==> src/rtl/core/caps_pkg.sv <==
`timescale 1ns / 1ps
`default_nettype none
package caps_pkg;

    localparam int TIME_BITS_DEF = 32;

    localparam logic [63:0] KEY_HIGH_RST = 64'h3243544455343071;
    localparam logic [63:0] KEY_LOW_RST  = 64'h4E794367546A6231;
    localparam logic [15:0] TIMEOUT_RST  = 16'd2000;
    localparam logic [15:0] GAP_RST      = 16'd180;
    localparam logic [15:0] POLL_RST     = 16'd500;
    localparam logic [15:0] HOLDOFF_RST  = 16'd220;

    // register indexes
    localparam logic [2:0] REG_KEY_HIGH = 3'd0;
    localparam logic [2:0] REG_KEY_LOW  = 3'd1;
    localparam logic [2:0] REG_TIMEOUT  = 3'd2;
    localparam logic [2:0] REG_GAP      = 3'd3;
    localparam logic [2:0] REG_POLL     = 3'd4;
    localparam logic [2:0] REG_HOLDOFF  = 3'd5;

    localparam logic [1:0] CMD_TICK  = 2'd0;
    localparam logic [1:0] CMD_PRESS = 2'd1;
    localparam logic [1:0] CMD_FRAME = 2'd2;

    typedef enum logic [2:0] {
        PH_IDLE     = 3'd0,
        PH_WAIT_CH  = 3'd1,
        PH_WAIT_ACK = 3'd2,
        PH_SETUP    = 3'd3,
        PH_POLL     = 3'd4,
        PH_FAILED   = 3'd5
    } phase_t;

    // frame job codes passed from front to back
    typedef enum logic [2:0] {
        JOB_CHALLENGE = 3'd0,
        JOB_SETUP0    = 3'd1,
        JOB_SETUP1    = 3'd2,
        JOB_SETUP2    = 3'd3,
        JOB_POLL      = 3'd4,
        JOB_AUTH      = 3'd5
    } job_t;

    typedef struct packed {
        job_t        job;
        logic [2:0]  phase;
        logic [31:0] chal;
        logic [63:0] key_high;
        logic [63:0] key_low;
    } job_entry_t;

    typedef enum logic [1:0] {
        BK_IDLE = 2'd0,
        BK_AES  = 2'd1,
        BK_SEND = 2'd2
    } back_state_t;

    function automatic logic [7:0] sbox(input logic [7:0] a);
        logic [7:0] t [256];
        t = '{
        8'h63,8'h7c,8'h77,8'h7b,8'hf2,8'h6b,8'h6f,8'hc5,8'h30,8'h01,8'h67,8'h2b,8'hfe,8'hd7,8'hab,8'h76,
        8'hca,8'h82,8'hc9,8'h7d,8'hfa,8'h59,8'h47,8'hf0,8'had,8'hd4,8'ha2,8'haf,8'h9c,8'ha4,8'h72,8'hc0,
        8'hb7,8'hfd,8'h93,8'h26,8'h36,8'h3f,8'hf7,8'hcc,8'h34,8'ha5,8'he5,8'hf1,8'h71,8'hd8,8'h31,8'h15,
        8'h04,8'hc7,8'h23,8'hc3,8'h18,8'h96,8'h05,8'h9a,8'h07,8'h12,8'h80,8'he2,8'heb,8'h27,8'hb2,8'h75,
        8'h09,8'h83,8'h2c,8'h1a,8'h1b,8'h6e,8'h5a,8'ha0,8'h52,8'h3b,8'hd6,8'hb3,8'h29,8'he3,8'h2f,8'h84,
        8'h53,8'hd1,8'h00,8'hed,8'h20,8'hfc,8'hb1,8'h5b,8'h6a,8'hcb,8'hbe,8'h39,8'h4a,8'h4c,8'h58,8'hcf,
        8'hd0,8'hef,8'haa,8'hfb,8'h43,8'h4d,8'h33,8'h85,8'h45,8'hf9,8'h02,8'h7f,8'h50,8'h3c,8'h9f,8'ha8,
        8'h51,8'ha3,8'h40,8'h8f,8'h92,8'h9d,8'h38,8'hf5,8'hbc,8'hb6,8'hda,8'h21,8'h10,8'hff,8'hf3,8'hd2,
        8'hcd,8'h0c,8'h13,8'hec,8'h5f,8'h97,8'h44,8'h17,8'hc4,8'ha7,8'h7e,8'h3d,8'h64,8'h5d,8'h19,8'h73,
        8'h60,8'h81,8'h4f,8'hdc,8'h22,8'h2a,8'h90,8'h88,8'h46,8'hee,8'hb8,8'h14,8'hde,8'h5e,8'h0b,8'hdb,
        8'he0,8'h32,8'h3a,8'h0a,8'h49,8'h06,8'h24,8'h5c,8'hc2,8'hd3,8'hac,8'h62,8'h91,8'h95,8'he4,8'h79,
        8'he7,8'hc8,8'h37,8'h6d,8'h8d,8'hd5,8'h4e,8'ha9,8'h6c,8'h56,8'hf4,8'hea,8'h65,8'h7a,8'hae,8'h08,
        8'hba,8'h78,8'h25,8'h2e,8'h1c,8'ha6,8'hb4,8'hc6,8'he8,8'hdd,8'h74,8'h1f,8'h4b,8'hbd,8'h8b,8'h8a,
        8'h70,8'h3e,8'hb5,8'h66,8'h48,8'h03,8'hf6,8'h0e,8'h61,8'h35,8'h57,8'hb9,8'h86,8'hc1,8'h1d,8'h9e,
        8'he1,8'hf8,8'h98,8'h11,8'h69,8'hd9,8'h8e,8'h94,8'h9b,8'h1e,8'h87,8'he9,8'hce,8'h55,8'h28,8'hdf,
        8'h8c,8'ha1,8'h89,8'h0d,8'hbf,8'he6,8'h42,8'h68,8'h41,8'h99,8'h2d,8'h0f,8'hb0,8'h54,8'hbb,8'h16};
        return t[a];
    endfunction

    function automatic logic [7:0] xt(input logic [7:0] v);
        return {v[6:0], 1'b0} ^ (v[7] ? 8'h1B : 8'h00);
    endfunction

    // Fixed frame bytes; the two poll frames form one 26-byte job.
    function automatic logic [7:0] fixed_byte(input job_t job, input logic [4:0] idx);
        logic [7:0] ch [10];
        logic [7:0] s0 [10];
        logic [7:0] s1 [10];
        logic [7:0] s2 [10];
        logic [7:0] pl [26];
        logic [7:0] r;
        ch = '{8'h55,8'hAA,8'h01,8'h11,8'h10,8'h01,8'h00,8'h04,8'hD8,8'hFF};
        s0 = '{8'h55,8'hAA,8'h01,8'h11,8'hA5,8'h01,8'h88,8'h18,8'hA7,8'hFE};
        s1 = '{8'h55,8'hAA,8'h01,8'h11,8'hA5,8'h01,8'h18,8'h18,8'h17,8'hFF};
        s2 = '{8'h55,8'hAA,8'h01,8'h11,8'hF1,8'h01,8'h01,8'h1A,8'hE0,8'hFE};
        pl = '{8'h55,8'hAA,8'h04,8'h11,8'h10,8'h02,8'h42,8'h20,8'h1C,8'h00,8'h00,8'h5A,8'hFF,
               8'h55,8'hAA,8'h04,8'h11,8'h10,8'h02,8'h46,8'hFB,8'h58,8'hFB,8'h69,8'hDB,8'hFC};
        r = 8'h00;
        unique case (job)
            JOB_CHALLENGE: r = (idx < 5'd10) ? ch[idx[3:0]] : 8'h00;
            JOB_SETUP0:    r = (idx < 5'd10) ? s0[idx[3:0]] : 8'h00;
            JOB_SETUP1:    r = (idx < 5'd10) ? s1[idx[3:0]] : 8'h00;
            JOB_SETUP2:    r = (idx < 5'd10) ? s2[idx[3:0]] : 8'h00;
            JOB_POLL:      r = (idx < 5'd26) ? pl[idx] : 8'h00;
            default:       r = 8'h00;
        endcase
        return r;
    endfunction

endpackage
`default_nettype wire

==> src/rtl/core/caps_if.sv <==
`timescale 1ns / 1ps
`default_nettype none
interface caps_in_if;
    logic        valid;
    logic        ready;
    logic [1:0]  command;
    logic        link_up;
    logic [7:0]  rx_length;
    logic [55:0] rx_head;
    logic [31:0] rx_tail;
    modport source (output valid, command, link_up, rx_length, rx_head, rx_tail, input ready);
    modport sink (input valid, command, link_up, rx_length, rx_head, rx_tail, output ready);
endinterface


interface caps_cfg_if;
    logic        valid;
    logic        ready;
    logic [2:0]  index;
    logic [63:0] data;
    modport source (output valid, index, data, input ready);
    modport sink (input valid, index, data, output ready);
endinterface
`default_nettype wire

==> src/rtl/core/caps_front.sv <==
`timescale 1ns / 1ps
`default_nettype none
// Event decode and handshake state; pushes at most one frame job per event.
module caps_front #(
    parameter int TIME_BITS = caps_pkg::TIME_BITS_DEF
) (
    input  wire logic  clk,
    input  wire logic  rst_n,
    caps_in_if.sink    in_ch,
    caps_cfg_if.sink   cfg,
    input  wire logic  q_space2,
    output caps_pkg::job_entry_t push_a,
    output caps_pkg::job_entry_t push_b,
    output logic       push_a_en,
    output logic       push_b_en
);
    logic [63:0] key_high_reg, key_low_reg;
    logic [15:0] timeout_reg, gap_reg, poll_reg, holdoff_reg;
    logic [2:0]  phase_reg, phase_next;
    logic [1:0]  step_reg, step_next;
    logic [TIME_BITS-1:0] now_reg, now_next, smark_reg, smark_next;
    logic [TIME_BITS-1:0] pmark_reg, pmark_next, kmark_reg, kmark_next;

    logic [7:0] b [11];
    logic acc;
    logic [TIME_BITS-1:0] now_inc;

    assign in_ch.ready = q_space2;
    assign cfg.ready   = 1'b1;
    assign acc         = in_ch.valid && q_space2;
    assign now_inc     = now_reg + TIME_BITS'(1);

    function automatic logic passed(input logic [TIME_BITS-1:0] nw,
                                    input logic [TIME_BITS-1:0] mk,
                                    input logic [15:0] lim);
        logic [TIME_BITS-1:0] d;
        d = nw - mk;
        return d > TIME_BITS'(lim);
    endfunction

    always_comb
    begin
        for (int i = 0; i < 7; i++)
            b[i] = in_ch.rx_head[8*(6-i) +: 8];
        for (int i = 0; i < 4; i++)
            b[7+i] = in_ch.rx_tail[8*(3-i) +: 8];
    end

    always_ff @(posedge clk or negedge rst_n)
    begin
        if (!rst_n)
        begin
            key_high_reg <= caps_pkg::KEY_HIGH_RST;
            key_low_reg  <= caps_pkg::KEY_LOW_RST;
            timeout_reg  <= caps_pkg::TIMEOUT_RST;
            gap_reg      <= caps_pkg::GAP_RST;
            poll_reg     <= caps_pkg::POLL_RST;
            holdoff_reg  <= caps_pkg::HOLDOFF_RST;
        end
        else if (cfg.valid)
        begin
            priority case (cfg.index)
                caps_pkg::REG_KEY_HIGH: key_high_reg <= cfg.data;
                caps_pkg::REG_KEY_LOW:  key_low_reg  <= cfg.data;
                caps_pkg::REG_TIMEOUT:  timeout_reg  <= cfg.data[15:0];
                caps_pkg::REG_GAP:      gap_reg      <= cfg.data[15:0];
                caps_pkg::REG_POLL:     poll_reg     <= cfg.data[15:0];
                caps_pkg::REG_HOLDOFF:  holdoff_reg  <= cfg.data[15:0];
                default: ;
            endcase
        end
    end

    always_comb
    begin
        phase_next = phase_reg;
        step_next  = step_reg;
        now_next   = now_reg;
        smark_next = smark_reg;
        pmark_next = pmark_reg;
        kmark_next = kmark_reg;
        push_a_en  = 1'b0;
        push_b_en  = 1'b0;
        push_a     = '{job: caps_pkg::JOB_CHALLENGE, phase: 3'd0, chal: in_ch.rx_tail,
                       key_high: key_high_reg, key_low: key_low_reg};
        push_b     = push_a;
        push_b.job = caps_pkg::JOB_POLL;
        if (acc)
        begin
            unique case (in_ch.command)
                caps_pkg::CMD_TICK:
                begin
                    now_next = now_inc;
                    if ((phase_reg == caps_pkg::PH_WAIT_CH || phase_reg == caps_pkg::PH_WAIT_ACK)
                        && passed(now_inc, smark_reg, timeout_reg))
                        phase_next = caps_pkg::PH_FAILED;
                    else if (phase_reg == caps_pkg::PH_SETUP
                             && passed(now_inc, smark_reg, gap_reg))
                    begin
                        if (step_reg != 2'd3)
                        begin
                            push_a_en  = in_ch.link_up;
                            push_a.job = caps_pkg::job_t'({1'b0, step_reg} + 3'd1);
                        end
                        else
                        begin
                            phase_next = caps_pkg::PH_POLL;
                            pmark_next = '0;
                        end
                        step_next  = step_reg + 2'd1;
                        smark_next = now_inc;
                    end
                    if (phase_next == caps_pkg::PH_POLL && in_ch.link_up
                        && passed(now_inc, pmark_next, poll_reg))
                    begin
                        pmark_next = now_inc;
                        push_b_en  = 1'b1;
                    end
                end
                caps_pkg::CMD_PRESS:
                begin
                    if (passed(now_reg, kmark_reg, holdoff_reg))
                    begin
                        kmark_next = now_reg;
                        if (phase_reg == caps_pkg::PH_POLL)
                            phase_next = caps_pkg::PH_IDLE;
                        else if (phase_reg == caps_pkg::PH_IDLE
                                 || phase_reg == caps_pkg::PH_FAILED)
                        begin
                            if (!in_ch.link_up)
                                phase_next = caps_pkg::PH_FAILED;
                            else
                            begin
                                push_a_en  = 1'b1;
                                phase_next = caps_pkg::PH_WAIT_CH;
                                smark_next = now_reg;
                                step_next  = 2'd0;
                            end
                        end
                        else
                            phase_next = caps_pkg::PH_FAILED;
                    end
                end
                caps_pkg::CMD_FRAME:
                begin
                    if (phase_reg == caps_pkg::PH_WAIT_CH && in_ch.rx_length >= 8'd13
                        && b[0] == 8'h55 && b[1] == 8'hAA && b[2] == 8'h04 && b[3] == 8'h10
                        && b[4] == 8'h11 && b[5] == 8'h04 && b[6] == 8'h00)
                    begin
                        if (in_ch.link_up)
                        begin
                            push_a_en  = 1'b1;
                            push_a.job = caps_pkg::JOB_AUTH;
                            phase_next = caps_pkg::PH_WAIT_ACK;
                            smark_next = now_reg;
                        end
                        else
                            phase_next = caps_pkg::PH_FAILED;
                    end
                    else if (phase_reg == caps_pkg::PH_WAIT_ACK && in_ch.rx_length >= 8'd10
                             && b[0] == 8'h55 && b[1] == 8'hAA && b[3] == 8'h10
                             && b[4] == 8'h11 && b[5] == 8'h20 && b[7] == 8'h00)
                    begin
                        phase_next = caps_pkg::PH_SETUP;
                        smark_next = now_reg;
                        step_next  = 2'd0;
                    end
                end
                default: ;
            endcase
        end
        push_a.phase = phase_next;
        push_b.phase = phase_next;
    end

    always_ff @(posedge clk or negedge rst_n)
    begin
        if (!rst_n)
        begin
            phase_reg <= caps_pkg::PH_IDLE;
            step_reg  <= 2'd0;
            now_reg   <= '0;
            smark_reg <= '0;
            pmark_reg <= '0;
            kmark_reg <= '0;
        end
        else
        begin
            phase_reg <= phase_next;
            step_reg  <= step_next;
            now_reg   <= now_next;
            smark_reg <= smark_next;
            pmark_reg <= pmark_next;
            kmark_reg <= kmark_next;
        end
    end

`ifndef SYNTHESIS
    a_phase_range: assert property (@(posedge clk) disable iff (!rst_n)
        phase_reg <= caps_pkg::PH_FAILED)
        else $error("phase out of range");
    a_no_push_without_space: assert property (@(posedge clk) disable iff (!rst_n)
        (push_a_en || push_b_en) |-> q_space2)
        else $error("push without queue space");
    a_tick_advances: assert property (@(posedge clk) disable iff (!rst_n)
        (acc && in_ch.command == caps_pkg::CMD_TICK) |=> now_reg == $past(now_inc))
        else $error("time did not advance");
`endif
endmodule
`default_nettype wire

==> src/flat_wrapper.sv <==
// flat-port wrapper written by rule: the top's interface ports become plain ports
module caps_front_flat 
#(
    parameter int TIME_BITS = caps_pkg::TIME_BITS_DEF
)
  (clk, rst_n, q_space2, push_a, push_b, push_a_en, push_b_en, in_ch_valid, in_ch_command, in_ch_link_up, in_ch_rx_length, in_ch_rx_head, in_ch_rx_tail, in_ch_ready, cfg_valid, cfg_index, cfg_data, cfg_ready);
  caps_in_if in_ch_i ();
  caps_cfg_if cfg_i ();
  input  wire logic clk;
  input  wire logic rst_n;
  input  wire logic q_space2;
  output caps_pkg::job_entry_t push_a;
  output caps_pkg::job_entry_t push_b;
  output logic push_a_en;
  output logic push_b_en;
  input wire logic [$bits(in_ch_i.valid)-1:0] in_ch_valid;
  input wire logic [$bits(in_ch_i.command)-1:0] in_ch_command;
  input wire logic [$bits(in_ch_i.link_up)-1:0] in_ch_link_up;
  input wire logic [$bits(in_ch_i.rx_length)-1:0] in_ch_rx_length;
  input wire logic [$bits(in_ch_i.rx_head)-1:0] in_ch_rx_head;
  input wire logic [$bits(in_ch_i.rx_tail)-1:0] in_ch_rx_tail;
  output wire logic [$bits(in_ch_i.ready)-1:0] in_ch_ready;
  input wire logic [$bits(cfg_i.valid)-1:0] cfg_valid;
  input wire logic [$bits(cfg_i.index)-1:0] cfg_index;
  input wire logic [$bits(cfg_i.data)-1:0] cfg_data;
  output wire logic [$bits(cfg_i.ready)-1:0] cfg_ready;
  assign in_ch_i.valid = in_ch_valid;
  assign in_ch_i.command = in_ch_command;
  assign in_ch_i.link_up = in_ch_link_up;
  assign in_ch_i.rx_length = in_ch_rx_length;
  assign in_ch_i.rx_head = in_ch_rx_head;
  assign in_ch_i.rx_tail = in_ch_rx_tail;
  assign in_ch_ready = in_ch_i.ready;
  assign cfg_i.valid = cfg_valid;
  assign cfg_i.index = cfg_index;
  assign cfg_i.data = cfg_data;
  assign cfg_ready = cfg_i.ready;
  caps_front #(.TIME_BITS(TIME_BITS)) u_core (.clk(clk), .rst_n(rst_n), .in_ch(in_ch_i), .cfg(cfg_i), .q_space2(q_space2), .push_a(push_a), .push_b(push_b), .push_a_en(push_a_en), .push_b_en(push_b_en));
endmodule
==> config.mk <==
export PLATFORM = sky130hd
export DESIGN_NAME = caps_front_flat
export DESIGN_NICKNAME = d
export VERILOG_FILES = /design/src/rtl/core/caps_pkg.sv /design/src/rtl/core/caps_if.sv /design/src/rtl/core/caps_front.sv /design/src/flat_wrapper.sv
export SDC_FILE = /design/constraint.sdc
export NUM_CORES = 1
export LEC_CHECK = 0
export ABC_CLOCK_PERIOD_IN_PS = 16800
export BUFFER_PORTS_ARGS = -buffer_cell sky130_fd_sc_hd__clkbuf_2
export CAP_MARGIN = 20
export CORE_MARGIN = 4
export CORE_UTILIZATION = 56
export CTS_CLUSTER_SIZE = 30
export DETAILED_ROUTE_END_ITERATION = 7
export GPL_TIMING_DRIVEN = 0
export PLACE_DENSITY = 0.88
export SLEW_MARGIN = 40
export SYNTH_ARGS = -nofsm -noshare
export SYNTH_HDL_FRONTEND = slang
export SYNTH_SLANG_ARGS = --single-unit
==> constraint.sdc <==
create_clock -name clk -period 16.8 [get_ports clk]
set_input_delay 1.68 -clock clk [delete_from_list [all_inputs] [get_ports clk]]
set_output_delay 1.68 -clock clk [all_outputs]
set_load 0.1 [all_outputs]
==> summary.txt, run 1 <==
Overflow after GRT -> 0
die area -> 45400 um2
number of flops mapped to enable cells by yosys -> 0
Max stage delay cell, worst path -> a211oi_1
minimum clock period -> 16.05 ns
# placed instances -> 3559
Setup CP Type -> reg2out
fin area -> 28100 um2
Synth cell types -> 97
CP Max Fanout -> 21
#FFs+latches synth -> 325
most frequent cell after synthesis -> dfrtp_1
met2 WL post-DR -> 36600 um
Metal-1 WL -> 30000 um
worst slew pin tran -> 0.865 ns
dpl cell area -> 26800 um2
layout cell share with drive strength beyond 1 -> 35.5%
final hold vios -> 0
Fillers -> 3121
status -> completed
DRC Markers -> 0
Clk Latency, worst-skew pair -> 0.55 ns
Worst EP arrival -> 14.37 ns
Hold WC Path Type -> reg2reg
Reg clk slew, reported paths -> 0.07 ns
drt via density -> 6.02
Post-synth top flop -> dfrtp_1
top cell type's share of synthesized area -> 26.6%
Final Skew -> 0.0319 ns
leak pwr -> 13.9 nW
RePlAce Congestion -> 0.990
Slew Limit Fails -> 0
pin count of the biggest net entering global routing -> 71
routed len/inst -> 21.2 um
Max-Cap Viols -> 0
input/output buffers -> 477
CTS Buf Count -> 36
Setup TNS -> 0 ns
PwrDens -> 167 nW/um2
Seq/Total Area, Yosys -> 34.9%
FFs w/ async S/R, synth -> 100%
fmax -> 0.0623 GHz
CP Data Required Time -> 15.12 ns
cells after synthesis -> 2543
wire length of the first global-routing pass -> 117000 um
CP most frequent cell -> ha_1
Layout area overhead -> 19.4%
DR vias -> 21800
I/O Pins -> 507
WL met3 -> 6350 um
number of H-tree levels -> 2
slowest stage delay, CP -> 0.57 ns
area leader, netlist -> dfrtp_1
Avg Cell Area, Syn -> 9.26 um2
vias in the first global route -> 21400
Area contributors post-synth -> dfrtp_1 27%, mux2_2 9.3%, dfstp_2 8.4%, ha_1 8.1%, buf_4 6.5%
Nets -> 3389
crit path launch type -> flip-flop
Peak supply drop -> 0.214 mV
DP HPWL -> 60000 um
TritonRoute pass-1 iters -> 6
Final Non-Filler Cells -> 3625
final core area utilization -> 68.2%
final setup fails -> 0
die height -> 213 um
Overall Power -> 4.69 mW
Critical Path End Type -> output pin
period utilization -> 95.6%
Netlist Area Pre-Place -> 23600 um2
final wirelength -> 77000 um
CORE AREA -> 41200 um2
max_slew headroom -> 42.1%
std cell rows -> 74
clock root cell -> clkbuf_16
Iteration-0 DRC Markers -> 1976
chip width -> 213 um
post-route antenna net violation count -> 0
maximum root-to-sink buffer count -> 3
most frequent cells after synthesis -> 250 x dfrtp_1, 230 x nand2_1, 204 x buf_4
CTS tree -> done
Top Metal Used -> met5
initial antenna violation count -> 2
GRT Util Overall -> 32.4%
effective utilization at floorplan -> 57.2%
clock sinks -> 325
RSZ-0062 raised after global routing -> false
Syn. warnings -> 0
[stage by stage]
step	hold slack [ns]	worst slack, ns
after floorplan	0.448	4.21
after global placement	0.464	0.326
after detailed placement	0.481	-0.158
after CTS	0.496	0.0172
after global routing	0.511	0.0742
final	0.499	0.745
[worst max-delay path: cells and delay by family, from the launching register on]
family | cells | cell delay, ns
and+or+nand+nor | 19 | 4.39
AOI/OAI and AO/OA | 17 | 3.86
xor gates and xnor gates | 3 | 1.03
adders and majority gates | 7 | 2.30
buffers and inverters | 6 | 1.55
DFF | 1 | 0.52
muxes | 1 | 0.15
[cells in the final DEF (no fill, tap or decap), drive strengths merged, types with 10 or more instances in the layout]
cell type and instances:
o21bai 15, nor2 116, inv 189, dfstp 75
nand2b 19, nor2b 15, o2bb2ai 32, a22o 34
nand3 70, nand4 35, nand2 230, o21a 14
o31ai 11, clkinv 10, xnor2 95, xor2 45
nor3 37, and2 13, and3 25, a21o 61
a21boi 10, a21oi 126, dfrtp 250, buf 227
nor4 20, a211oi 12, nor4b 10, mux2 194
a31oi 15, clkbuf 614, o21ai 156, o211ai 18
ha 153
[path summary, 6_finish.rpt]
check                                    startpoint  cells after the start                       to  slack (ns)
worst max-delay path              u_core.now_reg[1]                     53                push_b_en        0.75
worst min register to register  u_core.pmark_reg[0]                      1      u_core.pmark_reg[0]        0.50
max in group asynchronous                     rst_n                      4     u_core.kmark_reg[26]       14.46
min in group asynchronous                     rst_n                      1  u_core.key_high_reg[22]        1.07
worst max register to register    u_core.now_reg[1]                     52     u_core.pmark_reg[19]        3.13
worst min-delay path            u_core.pmark_reg[0]                      1      u_core.pmark_reg[0]        0.50
[logic make-up after synthesis]
| group | share of synthesized area (%) |
|---|---|
| buffers and inverters | 11.3 |
| AO/OA/AOI/OAI | 16.8 |
| XOR/XNOR | 5.21 |
| flip-flops | 34.9 |
| other | 0.0319 |
| multiplexers | 9.53 |
| adder cells (fa/ha/maj) | 8.55 |
| AND/OR/NAND/NOR | 13.6 |
[layout make-up]
type	count	area, um2	area share [%]
clock inverter	11	148	0.525
sequential	325	8230	29.3
clock buffer	55	1090	3.89
buffer	304	1940	6.90
multi-input combinational	1722	12800	45.5
inverter	192	721	2.56
timing repair buffer	482	2530	9.01
antenna	2	5.00	0.0178
tap	532	666	2.37
[routing by layer]
metal	up-vias	track usage [%]
met4	2	15.8
li1	9812	-
met2	1122	53.7
met5	-	0
met3	256	6.57
met1	10600	40.5
[power by group]
part	leakage, nW	internal (mW)	switching (mW)
clock	0.609	0.498	0.342
sequential	4.01	0.940	0.118
combinational	9.28	0.777	2.01
total	13.9	2.21	2.47
[repair_timing]
item                                    4_1_cts  5_1_grt
pin swaps                                     0        0
endpoints found under the setup margin        1        1
setup buffers                                 0        0
gates resized for setup                       6        9
hold buffers                                  0        0
Note: power is estimated with default switching activity, not from simulation.
==> run 2: changes to the inputs <==
--- a/config.mk
+++ b/config.mk
@@ -5,7 +5,7 @@
 export SDC_FILE = /design/constraint.sdc
 export NUM_CORES = 1
 export LEC_CHECK = 0
-export ABC_CLOCK_PERIOD_IN_PS = 16800
+export ABC_CLOCK_PERIOD_IN_PS = 15950
 export BUFFER_PORTS_ARGS = -buffer_cell sky130_fd_sc_hd__clkbuf_2
 export CAP_MARGIN = 20
 export CORE_MARGIN = 4
==> constraint.sdc (replaced) <==
create_clock -name clk -period 15.95 [get_ports clk]
set_input_delay 1.595 -clock clk [delete_from_list [all_inputs] [get_ports clk]]
set_output_delay 1.595 -clock clk [all_outputs]
set_load 0.1 [all_outputs]
==> run 2 against run 1 <==
  * Via count increased by 0.34%
  * Sequential share of layout area shrank 0.075 points
  * Register-to-register slack worse by 0.40 ns
  * Clock skew up 0.00091 ns
  * Clock power increased by 5.4%
  * Die area did not move
  * Total power up 5.6%
  * Combinational power is 6% higher
  * Global-route usage about the same
  * Critical path depth grew 2
  * Largest cell class unchanged
  * Highest routed layer unchanged
==> summary.txt, run 2 (synthesis gave the netlist of run 1 again) <==
status -> completed (unchanged)
CORE AREA -> 41200 um2 (unchanged)
TritonRoute pass-1 iters -> 6 (unchanged)
die height -> 213 um (unchanged)
number of H-tree levels -> 2 (unchanged)
RePlAce Congestion -> 0.990 (unchanged)
final setup fails -> 0 (unchanged)
CP most frequent cell -> ha_1 (unchanged)
layout cell share with drive strength beyond 1 -> 35.8% (was 35.5%)
Clk Latency, worst-skew pair -> 0.55 ns (about the same)
pin count of the biggest net entering global routing -> 71 (unchanged)
Peak supply drop -> 0.225 mV (was 0.214 mV)
RSZ-0062 raised after global routing -> false (unchanged)
Final Skew -> 0.0328 ns (was 0.0319 ns)
Iteration-0 DRC Markers -> 2085 (was 1976)
effective utilization at floorplan -> 57.2% (unchanged)
maximum root-to-sink buffer count -> 3 (unchanged)
initial antenna violation count -> 2 (unchanged)
final hold vios -> 0 (unchanged)
final core area utilization -> 68.4% (was 68.2%)
Worst EP arrival -> 13.69 ns (was 14.37 ns)
post-route antenna net violation count -> 0 (unchanged)
Hold WC Path Type -> reg2reg (unchanged)
Critical Path End Type -> output pin (unchanged)
Overflow after GRT -> 0 (unchanged)
DR vias -> 21900 (was 21800)
R2R depth -> 54 (was 52)
CP Data Required Time -> 14.36 ns (was 15.12 ns)
CP Max Fanout -> 11 (was 21)
most common cell after layout, fill and taps aside -> clkbuf_2 (unchanged)
Slew Limit Fails -> 0 (unchanged)
DRC Markers -> 0 (unchanged)
hold path depth -> 1 (unchanged)
Max-Cap Viols -> 0 (unchanged)
routed len/inst -> 21.3 um (was 21.2 um)
GRT Util Overall -> 32.4% (about the same)
hold slack -> 0.501 ns (was 0.499 ns)
most frequent cells in the layout -> 477 x clkbuf_2, 248 x dfrtp_1, 229 x nand2_1 (was 479 x clkbuf_2, 249 x dfrtp_1, 229 x nand2_1)
PwrDens -> 175 nW/um2 (was 167 nW/um2)
input/output buffers -> 477 (unchanged)
clock root cell -> clkbuf_16 (unchanged)
die area -> 45400 um2 (unchanged)
CTS tree -> done (unchanged)
Reg clk slew, reported paths -> 0.07 ns (about the same)
minimum clock period -> 15.29 ns
slowest stage delay, CP -> 0.53 ns (was 0.57 ns)
clock sinks -> 325 (unchanged)
Max stage delay cell, worst path -> dfrtp_2 (was a211oi_1)
worst slew pin tran -> 0.913 ns (was 0.865 ns)
DP HPWL -> 60000 um (unchanged)
Setup CP Type -> reg2out (unchanged)
chip width -> 213 um (unchanged)
leak pwr -> 13.9 nW (about the same)
period utilization -> 95.9%
# hold bufs at CTS -> 0 (unchanged)
std cell rows -> 74 (unchanged)
crit path launch type -> flip-flop (unchanged)
drt via density -> 6.03 (was 6.02)
I/O Pins -> 507 (unchanged)
Nets -> 3392 (was 3389)
CTS Buf Count -> 36 (unchanged)
max_slew headroom -> 38.9% (was 42.1%)
vias in the first global route -> 21400 (about the same)
Fillers -> 3122 (was 3121)
final wirelength -> 77400 um (was 77000 um)
fmax -> 0.0654 GHz
wire length of the first global-routing pass -> 117000 um (about the same)
Layout area overhead -> 19.7% (was 19.4%)
[run 2: cell count changes in the layout (fill, tap and decap cells not counted), moves of 2 or more]
cell / change
xor2_2: +2
xor2_1: -2
clkbuf_2: -2
buf_4: +2
[run 2: metal layers]
layer / wire [um] / GRT usage [%] / share of wire, % / vias to the layer above
li1: - / - / - / 9833
met2: 36800 / 53.7 / 48 / 1198
met1: 30000 / 40.3 / 39 / 10600
met3: 6450 / 6.94 / 8.3 / 276
met4: 4100 / 15.8 / 5.3 / 2
met5: 13 / 0 / 0.017 / -
[run 2: through the flow]
| stage | power, mW | instance area (um2) | worst slack [ns] | std cells | setup TNS, ns |
|---|---|---|---|---|---|
| 6_report | 4.95 | 28200 | 0.660 | 3628 | 0 |
| 5_1_grt | 5.15 | 28200 | 0.0625 | 3628 | 0 |
| 4_1_cts | 4.89 | 28100 | 0.134 | 3624 | 0 |
| 3_5_place_dp | 3.96 | 26800 | -0.923 | 3559 | -0.923 |
| 3_3_place_gp | 3.85 | 26600 | -0.439 | 3554 | -0.439 |
| 2_1_floorplan | 3.38 | 23600 | 3.45 | 2545 | 0 |
[run 2: critical path, delay by kind of cell (launching register included)]
family	cells	cell delay, ns
AO/OA/AOI/OAI	20	3.80
AND/OR/NAND/NOR	18	4.27
buffers and inverters	6	1.24
XOR/XNOR	3	0.79
multiplexers	1	0.15
adder cells (fa/ha/maj)	7	2.33
flip-flops	1	0.53
[run 2: timing repair]
item,4_1_cts,5_1_grt
setup buffers,0,2
endpoints found under the hold margin,0,0
cloned,0,1
setup endpoints to repair,1,1
resized for setup,14,13
pin swaps,0,2
[run 2: report_power, final]
group	leakage (nW)	internal, mW	switching (mW)
registers	4.01	0.990	0.125
clock network	0.609	0.524	0.361
logic	9.30	0.822	2.13
total	13.9	2.34	2.61
[run 2: path summary, 6_finish.rpt]
check                                                to                 from  slack, ns
worst max-delay path                          push_b_en    u_core.now_reg[0]       0.66
worst min-delay path                u_core.pmark_reg[0]  u_core.pmark_reg[0]       0.50
min in group asynchronous       u_core.key_high_reg[22]                rst_n       0.98
worst min register to register      u_core.pmark_reg[0]  u_core.pmark_reg[0]       0.50
max in group asynchronous          u_core.kmark_reg[26]                rst_n      13.69
worst max register to register     u_core.pmark_reg[19]    u_core.now_reg[0]       2.73
[run 2: cell type report]
cell class	instances	area, um2	area share [%]
Inverter	192	724	2.57
Buffer	304	1940	6.88
Timing Repair Buffer	484	2550	9.05
Multi-Input combinational cell	1723	12800	45.5
Clock inverter	11	148	0.524
Tap cell	532	666	2.36
Antenna cell	2	5.00	0.0178
Clock buffer	55	1090	3.88
Sequential cell	325	8230	29.2
